`src/rtl/nearest_match_distance_macros.svh`:
```
// ----------------------------------------------------------------------------
// nearest_match_distance_macros
// Assertion macros used by the datapath RTL of the nearest-match distance block.
// ----------------------------------------------------------------------------
`ifndef NEAREST_MATCH_DISTANCE_MACROS_SVH
`define NEAREST_MATCH_DISTANCE_MACROS_SVH

`ifndef ASSERT_OFF
// same-cycle implication
`define NMD_ASSERT_IMP(lbl, clk, rst_n, ante, cons) \
    lbl: assert property (@(posedge clk) disable iff (!rst_n) (ante) |-> (cons)) \
        else $error("nmd assertion failed");
// next-cycle implication
`define NMD_ASSERT_NXT(lbl, clk, rst_n, ante, cons) \
    lbl: assert property (@(posedge clk) disable iff (!rst_n) (ante) |=> (cons)) \
        else $error("nmd assertion failed");
`else
`define NMD_ASSERT_IMP(lbl, clk, rst_n, ante, cons)
`define NMD_ASSERT_NXT(lbl, clk, rst_n, ante, cons)
`endif

`endif

```
`src/rtl/nmd_pkg.sv`:
```
// ----------------------------------------------------------------------------
// nmd_pkg
// Shared constants and controller/datapath interface types.
// ----------------------------------------------------------------------------
package nmd_pkg;

    localparam int MAX_LEN_DEF = 64;

    // controller to datapath
    typedef struct packed {
        logic take;       // input beat taken
        logic take_last;  // input beat taken and it ends the string
        logic back;       // backward pass step
        logic prime;      // prime read of entry 0
        logic emit;       // result emission
    } t_cmd;

    // datapath to controller
    typedef struct packed {
        logic ptr_zero;   // backward pass at entry 0
        logic emit_done;  // last result beat leaving
    } t_sts;

endpackage

```
`src/rtl/nmd_ram.sv`:
```
// ----------------------------------------------------------------------------
// nmd_ram
// Generic single-write, single-read RAM with registered read data.
// ----------------------------------------------------------------------------
module nmd_ram #(
    parameter int WIDTH = 8,
    parameter int DEPTH = 64
) (
    input  logic                     i_clk,
    input  logic                     i_we,
    input  logic [$clog2(DEPTH)-1:0] i_waddr,
    input  logic [WIDTH-1:0]         i_wdata,
    input  logic [$clog2(DEPTH)-1:0] i_raddr,
    output logic [WIDTH-1:0]         o_rdata
);

    logic [WIDTH-1:0] r_mem [DEPTH];
    logic [WIDTH-1:0] r_rdata;

    always_ff @(posedge i_clk) begin
        if (i_we) begin
            r_mem[i_waddr] <= i_wdata;
        end
        r_rdata <= r_mem[i_raddr];
    end

    assign o_rdata = r_rdata;

endmodule

```
`src/rtl/nmd_ctrl.sv`:
```
// ----------------------------------------------------------------------------
// nmd_ctrl
// Sequencer: load, backward pass, emission.
// ----------------------------------------------------------------------------
module nmd_ctrl (
    input  logic          i_clk,
    input  logic          i_rst_n,
    input  logic          i_in_valid,
    input  logic          i_final_byte,
    output logic          o_in_stall,
    output nmd_pkg::t_cmd o_cmd,
    input  nmd_pkg::t_sts i_sts
);

    import nmd_pkg::*;

    typedef enum logic [4:0] {
        S_LOAD  = 5'b00001,
        S_BREAD = 5'b00010,
        S_BACK  = 5'b00100,
        S_PRIME = 5'b01000,
        S_EMIT  = 5'b10000
    } t_state;

    t_state r_state;
    t_state n_state;
    logic   take;

    assign take = i_in_valid && (r_state == S_LOAD);

    always_comb begin
        n_state = r_state;
        case (r_state)
            S_LOAD: begin
                if (take && i_final_byte) begin
                    n_state = S_BREAD;
                end
            end
            S_BREAD: begin
                n_state = S_BACK;
            end
            S_BACK: begin
                if (i_sts.ptr_zero) begin
                    n_state = S_PRIME;
                end
            end
            S_PRIME: begin
                n_state = S_EMIT;
            end
            S_EMIT: begin
                if (i_sts.emit_done) begin
                    n_state = S_LOAD;
                end
            end
            default: begin
                n_state = S_LOAD;
            end
        endcase
    end

    always_ff @(posedge i_clk) begin
        if (!i_rst_n) begin
            r_state <= S_LOAD;
        end else begin
            r_state <= n_state;
        end
    end

    assign o_in_stall      = (r_state != S_LOAD);
    assign o_cmd.take      = take;
    assign o_cmd.take_last = take && i_final_byte;
    assign o_cmd.back      = (r_state == S_BACK);
    assign o_cmd.prime     = (r_state == S_PRIME);
    assign o_cmd.emit      = (r_state == S_EMIT);

endmodule

```
`src/rtl/nmd_dp.sv`:
```
// ----------------------------------------------------------------------------
// nmd_dp
// Datapath: forward distance on load, backward min pass, result register.
// ----------------------------------------------------------------------------
`include "nearest_match_distance_macros.svh"

module nmd_dp #(
    parameter int MAX_LEN = nmd_pkg::MAX_LEN_DEF
) (
    input  logic                         i_clk,
    input  logic                         i_rst_n,
    input  logic                         i_cfg_wr_en,
    input  logic [7:0]                   i_cfg_wr_data,
    input  logic [7:0]                   i_text_byte,
    input  nmd_pkg::t_cmd                i_cmd,
    output nmd_pkg::t_sts                o_sts,
    output logic                         o_out_valid,
    input  logic                         i_out_stall,
    output logic [$clog2(MAX_LEN+1)-1:0] o_distance,
    output logic                         o_no_target,
    output logic                         o_truncated,
    output logic                         o_last_result
);

    import nmd_pkg::*;

    localparam int AW = $clog2(MAX_LEN);
    localparam int DW = $clog2(MAX_LEN + 1);
    localparam logic [DW-1:0] DMAX = DW'(MAX_LEN);

    function automatic logic [DW-1:0] sat_inc(input logic [DW-1:0] v);
        return (v >= DMAX) ? DMAX : v + DW'(1);
    endfunction

    logic [7:0]    r_target;
    logic [DW-1:0] r_count;
    logic [DW-1:0] r_prev;
    logic          r_any;
    logic          r_ovf;
    logic          r_no_target_l;
    logic          r_trunc_l;
    logic [AW-1:0] r_ptr;
    logic [AW-1:0] n_ptr;
    logic [AW-1:0] r_last_idx;
    logic [DW-1:0] r_back;
    logic          r_emit_all;
    logic          r_out_valid;
    logic [DW-1:0] r_out_dist;
    logic          r_out_no_target;
    logic          r_out_trunc;
    logic          r_out_last;

    logic          stored;
    logic          match;
    logic [DW-1:0] fwd_new;
    logic [DW-1:0] rdata;
    logic [DW-1:0] back_new;
    logic [DW-1:0] dmin;
    logic          out_free;
    logic          out_load;
    logic          ram_we;
    logic [AW-1:0] ram_waddr;
    logic [DW-1:0] ram_wdata;

    assign stored   = (r_count < DMAX);
    assign match    = (i_text_byte == r_target);
    assign fwd_new  = match ? '0 : ((r_count == '0) ? DMAX : sat_inc(r_prev));
    assign back_new = (rdata == '0) ? '0 : sat_inc(r_back);
    assign dmin     = (back_new < rdata) ? back_new : rdata;
    assign out_free = !r_out_valid || !i_out_stall;
    assign out_load = i_cmd.emit && out_free && !r_emit_all;

    always_comb begin
        ram_we    = i_cmd.take && stored;
        ram_waddr = r_count[AW-1:0];
        ram_wdata = fwd_new;
        if (i_cmd.back) begin
            ram_we    = 1'b1;
            ram_waddr = r_ptr;
            ram_wdata = dmin;
        end
    end

    always_comb begin
        n_ptr = r_ptr;
        if (i_cmd.take_last) begin
            n_ptr = stored ? r_count[AW-1:0] : AW'(MAX_LEN - 1);
        end else if (i_cmd.back) begin
            n_ptr = r_ptr - AW'(1);
        end else if (i_cmd.prime) begin
            n_ptr = '0;
        end else if (out_load) begin
            n_ptr = r_ptr + AW'(1);
        end
    end

    nmd_ram #(
        .WIDTH (DW),
        .DEPTH (MAX_LEN)
    ) u_fwd_ram (
        .i_clk   (i_clk),
        .i_we    (ram_we),
        .i_waddr (ram_waddr),
        .i_wdata (ram_wdata),
        .i_raddr (n_ptr),
        .o_rdata (rdata)
    );

    always_ff @(posedge i_clk) begin
        if (!i_rst_n) begin
            r_target    <= '0;
            r_count     <= '0;
            r_any       <= 1'b0;
            r_ovf       <= 1'b0;
            r_emit_all  <= 1'b0;
            r_out_valid <= 1'b0;
        end else begin
            if (i_cfg_wr_en) begin
                r_target <= i_cfg_wr_data;
            end
            if (i_cmd.take_last) begin
                r_count <= '0;
                r_any   <= 1'b0;
                r_ovf   <= 1'b0;
            end else if (i_cmd.take) begin
                if (stored) begin
                    r_count <= r_count + DW'(1);
                    r_any   <= r_any | match;
                end else begin
                    r_ovf <= 1'b1;
                end
            end
            if (i_cmd.prime) begin
                r_emit_all <= 1'b0;
            end else if (out_load && (r_ptr == r_last_idx)) begin
                r_emit_all <= 1'b1;
            end
            if (out_load) begin
                r_out_valid <= 1'b1;
            end else if (!i_out_stall) begin
                r_out_valid <= 1'b0;
            end
        end
    end

    always_ff @(posedge i_clk) begin
        r_ptr <= n_ptr;
        if (i_cmd.take && stored) begin
            r_prev <= fwd_new;
        end
        if (i_cmd.take_last) begin
            r_last_idx    <= stored ? r_count[AW-1:0] : AW'(MAX_LEN - 1);
            r_no_target_l <= !(r_any || (stored && match));
            r_trunc_l     <= r_ovf || !stored;
            r_back        <= DMAX;
        end else if (i_cmd.back) begin
            r_back <= back_new;
        end
        if (out_load) begin
            r_out_dist      <= rdata;
            r_out_no_target <= r_no_target_l;
            r_out_trunc     <= r_trunc_l;
            r_out_last      <= (r_ptr == r_last_idx);
        end
    end

    assign o_sts.ptr_zero  = (r_ptr == '0);
    assign o_sts.emit_done = r_emit_all && out_free;

    assign o_out_valid   = r_out_valid;
    assign o_distance    = r_out_dist;
    assign o_no_target   = r_out_no_target;
    assign o_truncated   = r_out_trunc;
    assign o_last_result = r_out_last;

    `NMD_ASSERT_IMP(a_count_range, i_clk, i_rst_n, 1'b1, r_count <= DMAX)
    `NMD_ASSERT_IMP(a_no_target_sat, i_clk, i_rst_n, r_out_valid && r_out_no_target,
                    r_out_dist == DMAX)
    `NMD_ASSERT_IMP(a_zero_has_target, i_clk, i_rst_n, r_out_valid && (r_out_dist == '0),
                    !r_out_no_target)
    `NMD_ASSERT_NXT(a_last_ends, i_clk, i_rst_n,
                    r_out_valid && r_out_last && !i_out_stall, !r_out_valid)

endmodule

```
`src/rtl/nearest_match_distance.sv`:
```
// ----------------------------------------------------------------------------
// nearest_match_distance
// Per-position distance to the nearest target byte within a byte string.
//
//   Channel   Direction  Handshake                  Payload
//   input     in         i_in_valid / o_in_stall    i_text_byte, i_final_byte
//   output    out        o_out_valid / i_out_stall  o_distance, o_no_target,
//                                                   o_truncated, o_last_result
//   config    in         i_cfg_wr_en                i_cfg_wr_data (target byte)
//
// Load takes one beat per cycle. A string of n stored bytes then passes through
// a turnaround state, a backward pass over its n RAM entries (one entry a cycle
// over the single write port), a read-prime state and n result beats at one a
// cycle while the output is not stalled, then returns to load.
// Synchronous active-low reset; the distance RAM is not cleared.
// The input is stalled outside the load phase; an output stall holds emission.
// ----------------------------------------------------------------------------
module nearest_match_distance #(
    parameter int MAX_LEN = nmd_pkg::MAX_LEN_DEF
) (
    input  logic                         i_clk,
    input  logic                         i_rst_n,
    input  logic                         i_cfg_wr_en,
    input  logic [7:0]                   i_cfg_wr_data,
    input  logic                         i_in_valid,
    output logic                         o_in_stall,
    input  logic [7:0]                   i_text_byte,
    input  logic                         i_final_byte,
    output logic                         o_out_valid,
    input  logic                         i_out_stall,
    output logic [$clog2(MAX_LEN+1)-1:0] o_distance,
    output logic                         o_no_target,
    output logic                         o_truncated,
    output logic                         o_last_result
);

    import nmd_pkg::*;

    t_cmd cmd;
    t_sts sts;

    nmd_ctrl u_ctrl (
        .i_clk        (i_clk),
        .i_rst_n      (i_rst_n),
        .i_in_valid   (i_in_valid),
        .i_final_byte (i_final_byte),
        .o_in_stall   (o_in_stall),
        .o_cmd        (cmd),
        .i_sts        (sts)
    );

    nmd_dp #(
        .MAX_LEN (MAX_LEN)
    ) u_dp (
        .i_clk         (i_clk),
        .i_rst_n       (i_rst_n),
        .i_cfg_wr_en   (i_cfg_wr_en),
        .i_cfg_wr_data (i_cfg_wr_data),
        .i_text_byte   (i_text_byte),
        .i_cmd         (cmd),
        .o_sts         (sts),
        .o_out_valid   (o_out_valid),
        .i_out_stall   (i_out_stall),
        .o_distance    (o_distance),
        .o_no_target   (o_no_target),
        .o_truncated   (o_truncated),
        .o_last_result (o_last_result)
    );

endmodule

```
`config.mk`:
```
export PLATFORM = sky130hd
export DESIGN_NAME = nearest_match_distance
export DESIGN_NICKNAME = d
export VERILOG_FILES = /design/src/rtl/nmd_pkg.sv /design/src/rtl/nmd_ram.sv /design/src/rtl/nmd_ctrl.sv /design/src/rtl/nmd_dp.sv /design/src/rtl/nearest_match_distance.sv
export VERILOG_INCLUDE_DIRS = /design/src /design/src/rtl
export SDC_FILE = /design/constraint.sdc
export NUM_CORES = 1
export LEC_CHECK = 0
export BUFFER_PORTS_ARGS = -buffer_cell sky130_fd_sc_hd__buf_4
export CAP_MARGIN = 25
export CORE_ASPECT_RATIO = 1.2
export CORE_MARGIN = 2
export CORE_UTILIZATION = 47
export CTS_BUF_LIST = sky130_fd_sc_hd__clkbuf_8
export DETAILED_ROUTE_END_ITERATION = 8
export PLACE_DENSITY = 0.62
export SETUP_SLACK_MARGIN = 0.5
export SYNTH_ARGS = -nofsm -noshare
export SYNTH_HDL_FRONTEND = slang
export SYNTH_SLANG_ARGS = --single-unit
```
`constraint.sdc`:
```
create_clock -name i_clk -period 6.8 [get_ports i_clk]
set_clock_uncertainty 0.2 [all_clocks]
set_input_delay 1.02 -clock i_clk [delete_from_list [all_inputs] [get_ports i_clk]]
set_output_delay 1.02 -clock i_clk [all_outputs]
set_load 0.01 [all_outputs]
```
==> results_dict.tcl <==
set metrics [dict create \
    cts.sinks 517 \
    drc 0 \
    final_layout_size_suffix_gt1_frac 0.104 \
    post_cts_resized 0 \
    synth_top_area_cell "edfxtp_1" \
    die_y_um 239 \
    slew_violations 0 \
    max_slew.worst_pin.slew_ns 1.03 \
    period_minus_slack_ns 4.80 \
    synth-edff-count 473 \
    die-area_mm2 0.0476 \
    cp_data_required_time_ns 7.13 \
    rows 85 \
    ys_async_sr_fraction 0 \
    vdd_drop_max_uv 306 \
    syn-instance-count 1669 \
    clk_pin_slew_ns 0.06 \
    postCtsSetupBuffers 0 \
    cts_hold_buf 0 \
    drt-initial-drc-count 1364 \
    seq_area_frac_synth 0.700 \
    yosysWarnings 0 \
    place_area_mm2 0.0224 \
    synth_nets 1706 \
    powerDensity_mw_per_mm2 389 \
    port_buffers 33 \
    antenna_cells 0 \
    synth_area_mm2 0.0215 \
    hold_class "reg2reg" \
    initial_utilization 0.478 \
    boundaryPins 34 \
    finalHoldViolations 0 \
    dp_hpwl_mm 35.1 \
    clock.fmax_mhz 208 \
    synth_top_cell_area_share 0.659 \
    start_kind "flop" \
    htree_num_levels 3 \
    dieWidth_um 199 \
    rsz0062_at_grt "false" \
    clock_path_buffers 3 \
    grt_pass1_vias 13711 \
    critPathMaxFanout 24 \
    grt_pass1_wl_mm 83.5 \
    cap_violations 0 \
    clkLatencyLatePin_ns 0.66 \
    areaGrowthSynthToFinish_pct 10.7 \
    drt_wl_total_mm 55.3 \
    fin_crit_sh 0.706 \
    antenna_found_initial 1 \
    num_vias 14012 \
    end_kind "flop" \
    yosys_register_bits 517 \
    dominantRegCellSynth "edfxtp_1" \
    coreArea_mm2 0.0451 \
    overflow 0 \
    place.gp.congestion 0.915 \
    p_leak_nw 8.24 \
    grt_max_degree 160 \
    drtAntennaViolNets 0 \
    numCtsBuffers 78 \
    fin_hold_ws_ns 0.223 \
    nFillCells 3884 \
    wl_per_cell_um 23.2 \
    p_total_mw 9.28 \
    syn_area_per_cell_um2 12.9 \
    setup-violations-final 0 \
    cts-root-buf "clkbuf_8" \
    slew_headroom 0.313 \
    final.setup.tns_ns 0 \
    viasPerCell 5.88 \
    cts_tree "yes" \
    grt.total_usage 0.236 \
    synth_area_leaders "edfxtp_1, nand2_1, dfxtp_1" \
    status "finished, final reports clean" \
    first_pass_iters 5 \
    final_cell_area_mm2 0.0239 \
    path_class "reg2reg" \
    ys_types 63 \
    nets 1746 \
    arrival_ns 5.13 \
]
==> synthesized netlist by cell type, drive strengths merged, types with 21 or more instances <==
master / n
a2111oi: 24
inv: 27
mux2i: 50
nand2: 315
clkbuf: 27
dfxtp: 44
a21oi: 93
o21ai: 21
and3: 45
buf: 69
edfxtp: 473
nor2: 120
a32oi: 32
nand3: 75
==> registers in the layout, summed over array words and instances, names as in the netlist, 5 cells and up <==
| name | count |
|---|---|
| u_dp.r_ptr | 6 |
| u_dp.r_count | 7 |
| u_dp.r_back | 7 |
| u_dp.r_last_idx | 6 |
| u_dp.u_fwd_ram.r_mem | 448 |
| u_dp.u_fwd_ram.o_rdata | 7 |
| u_dp.o_distance | 7 |
| u_dp.r_target | 8 |
| u_dp.r_prev | 7 |
| u_ctrl.r_state | 5 |
==> power breakdown <==
part | switching, mW | total [mW] | internal, mW
combinational | 2.13 | 3.08 | 0.952
sequential | 0.117 | 3.78 | 3.66
clock | 1.19 | 2.41 | 1.22
==> per-layer routing <==
layer | wire, um | global-route usage
met5 | 0 | 0
met4 | 1870 | 0.0947
met3 | 4160 | 0.0437
met2 | 27700 | 0.396
met1 | 21600 | 0.303
==> placed cells by master, fill, tap and decap left out, types with 6 or more instances in the layout <==
cell and count:
edfxtp_1 473, nand2_1 314, nor2_1 114, a21oi_1 87, clkbuf_8 81, nand3_1 75
inv_1 51, buf_4 51, mux2i_1 50, and3_1 45, dfxtp_1 44, a32oi_1 32
a2111oi_0 24, clkinv_1 23, nand2b_1 19, xnor2_1 19, o21ai_0 19, nand4_1 16
nor4_1 15, a211oi_1 15, a22o_1 15, ha_1 15, a31oi_1 14, a22oi_1 14
xor2_1 13, a311oi_1 13, nor3_1 11, or2_2 10, o32ai_1 10, nor2b_1 9
clkinv_2 8, a21oi_4 6
==> worst paths after layout <==
kind	start	endpoint	slack (ns)	depth (start not counted)
setup / recovery	u_ctrl.r_state[4]	u_dp.u_fwd_ram.o_rdata[6]	2.00	11
hold reg to reg	u_dp.r_trunc_l	u_dp.o_truncated	0.22	0
hold / removal	u_dp.r_trunc_l	u_dp.o_truncated	0.22	0
setup reg to reg	u_ctrl.r_state[4]	u_dp.u_fwd_ram.o_rdata[6]	2.00	11
==> final cells by class <==
class                      count  area, um^2  area share
multi-input combinational   1027        5940       0.249
sequential                   517       15100       0.632
clock inverter                63         343      0.0144
tap                          609         762      0.0319
timing repair buffer          56         490      0.0206
inverter                      29         116     0.00488
clock buffer                  81        1110      0.0467
==> critical path, stage by stage (launching register included) <==
cell      delay (ns)
dfxtp_1         0.39
nor3b_1         0.43
nand3_1         0.31
inv_1           0.47
mux2i_1         0.25
o221a_2         0.69
clkinv_4        0.35
nor2_2          0.77
a32oi_1         0.24
a21oi_1         0.27
nor4_1          0.11
and3_1          0.20
==> cells by family (layout without fill, tap and decap cells) <==
logic type,after synthesis,count (layout),synth area share
DFF,517,517,0.700
buffers and inverters,125,229,0.0284
adders and majority gates,15,15,0.00871
and+or+nand+nor,654,654,0.136
xor gates and xnor gates,32,32,0.0130
muxes,50,50,0.0232
AOI/OAI and AO/OA,276,276,0.0902
==> through the flow <==
step	util	setup slack [ns]	cells
floorplan	-	1.87	1669
global placement	0.496	1.80	2237
detailed placement	0.497	1.61	2238
CTS	0.529	2.05	2382
global route	0.529	1.73	2382
finish	0.529	2.00	2382
Note: power is estimated with default switching activity, not from simulation.
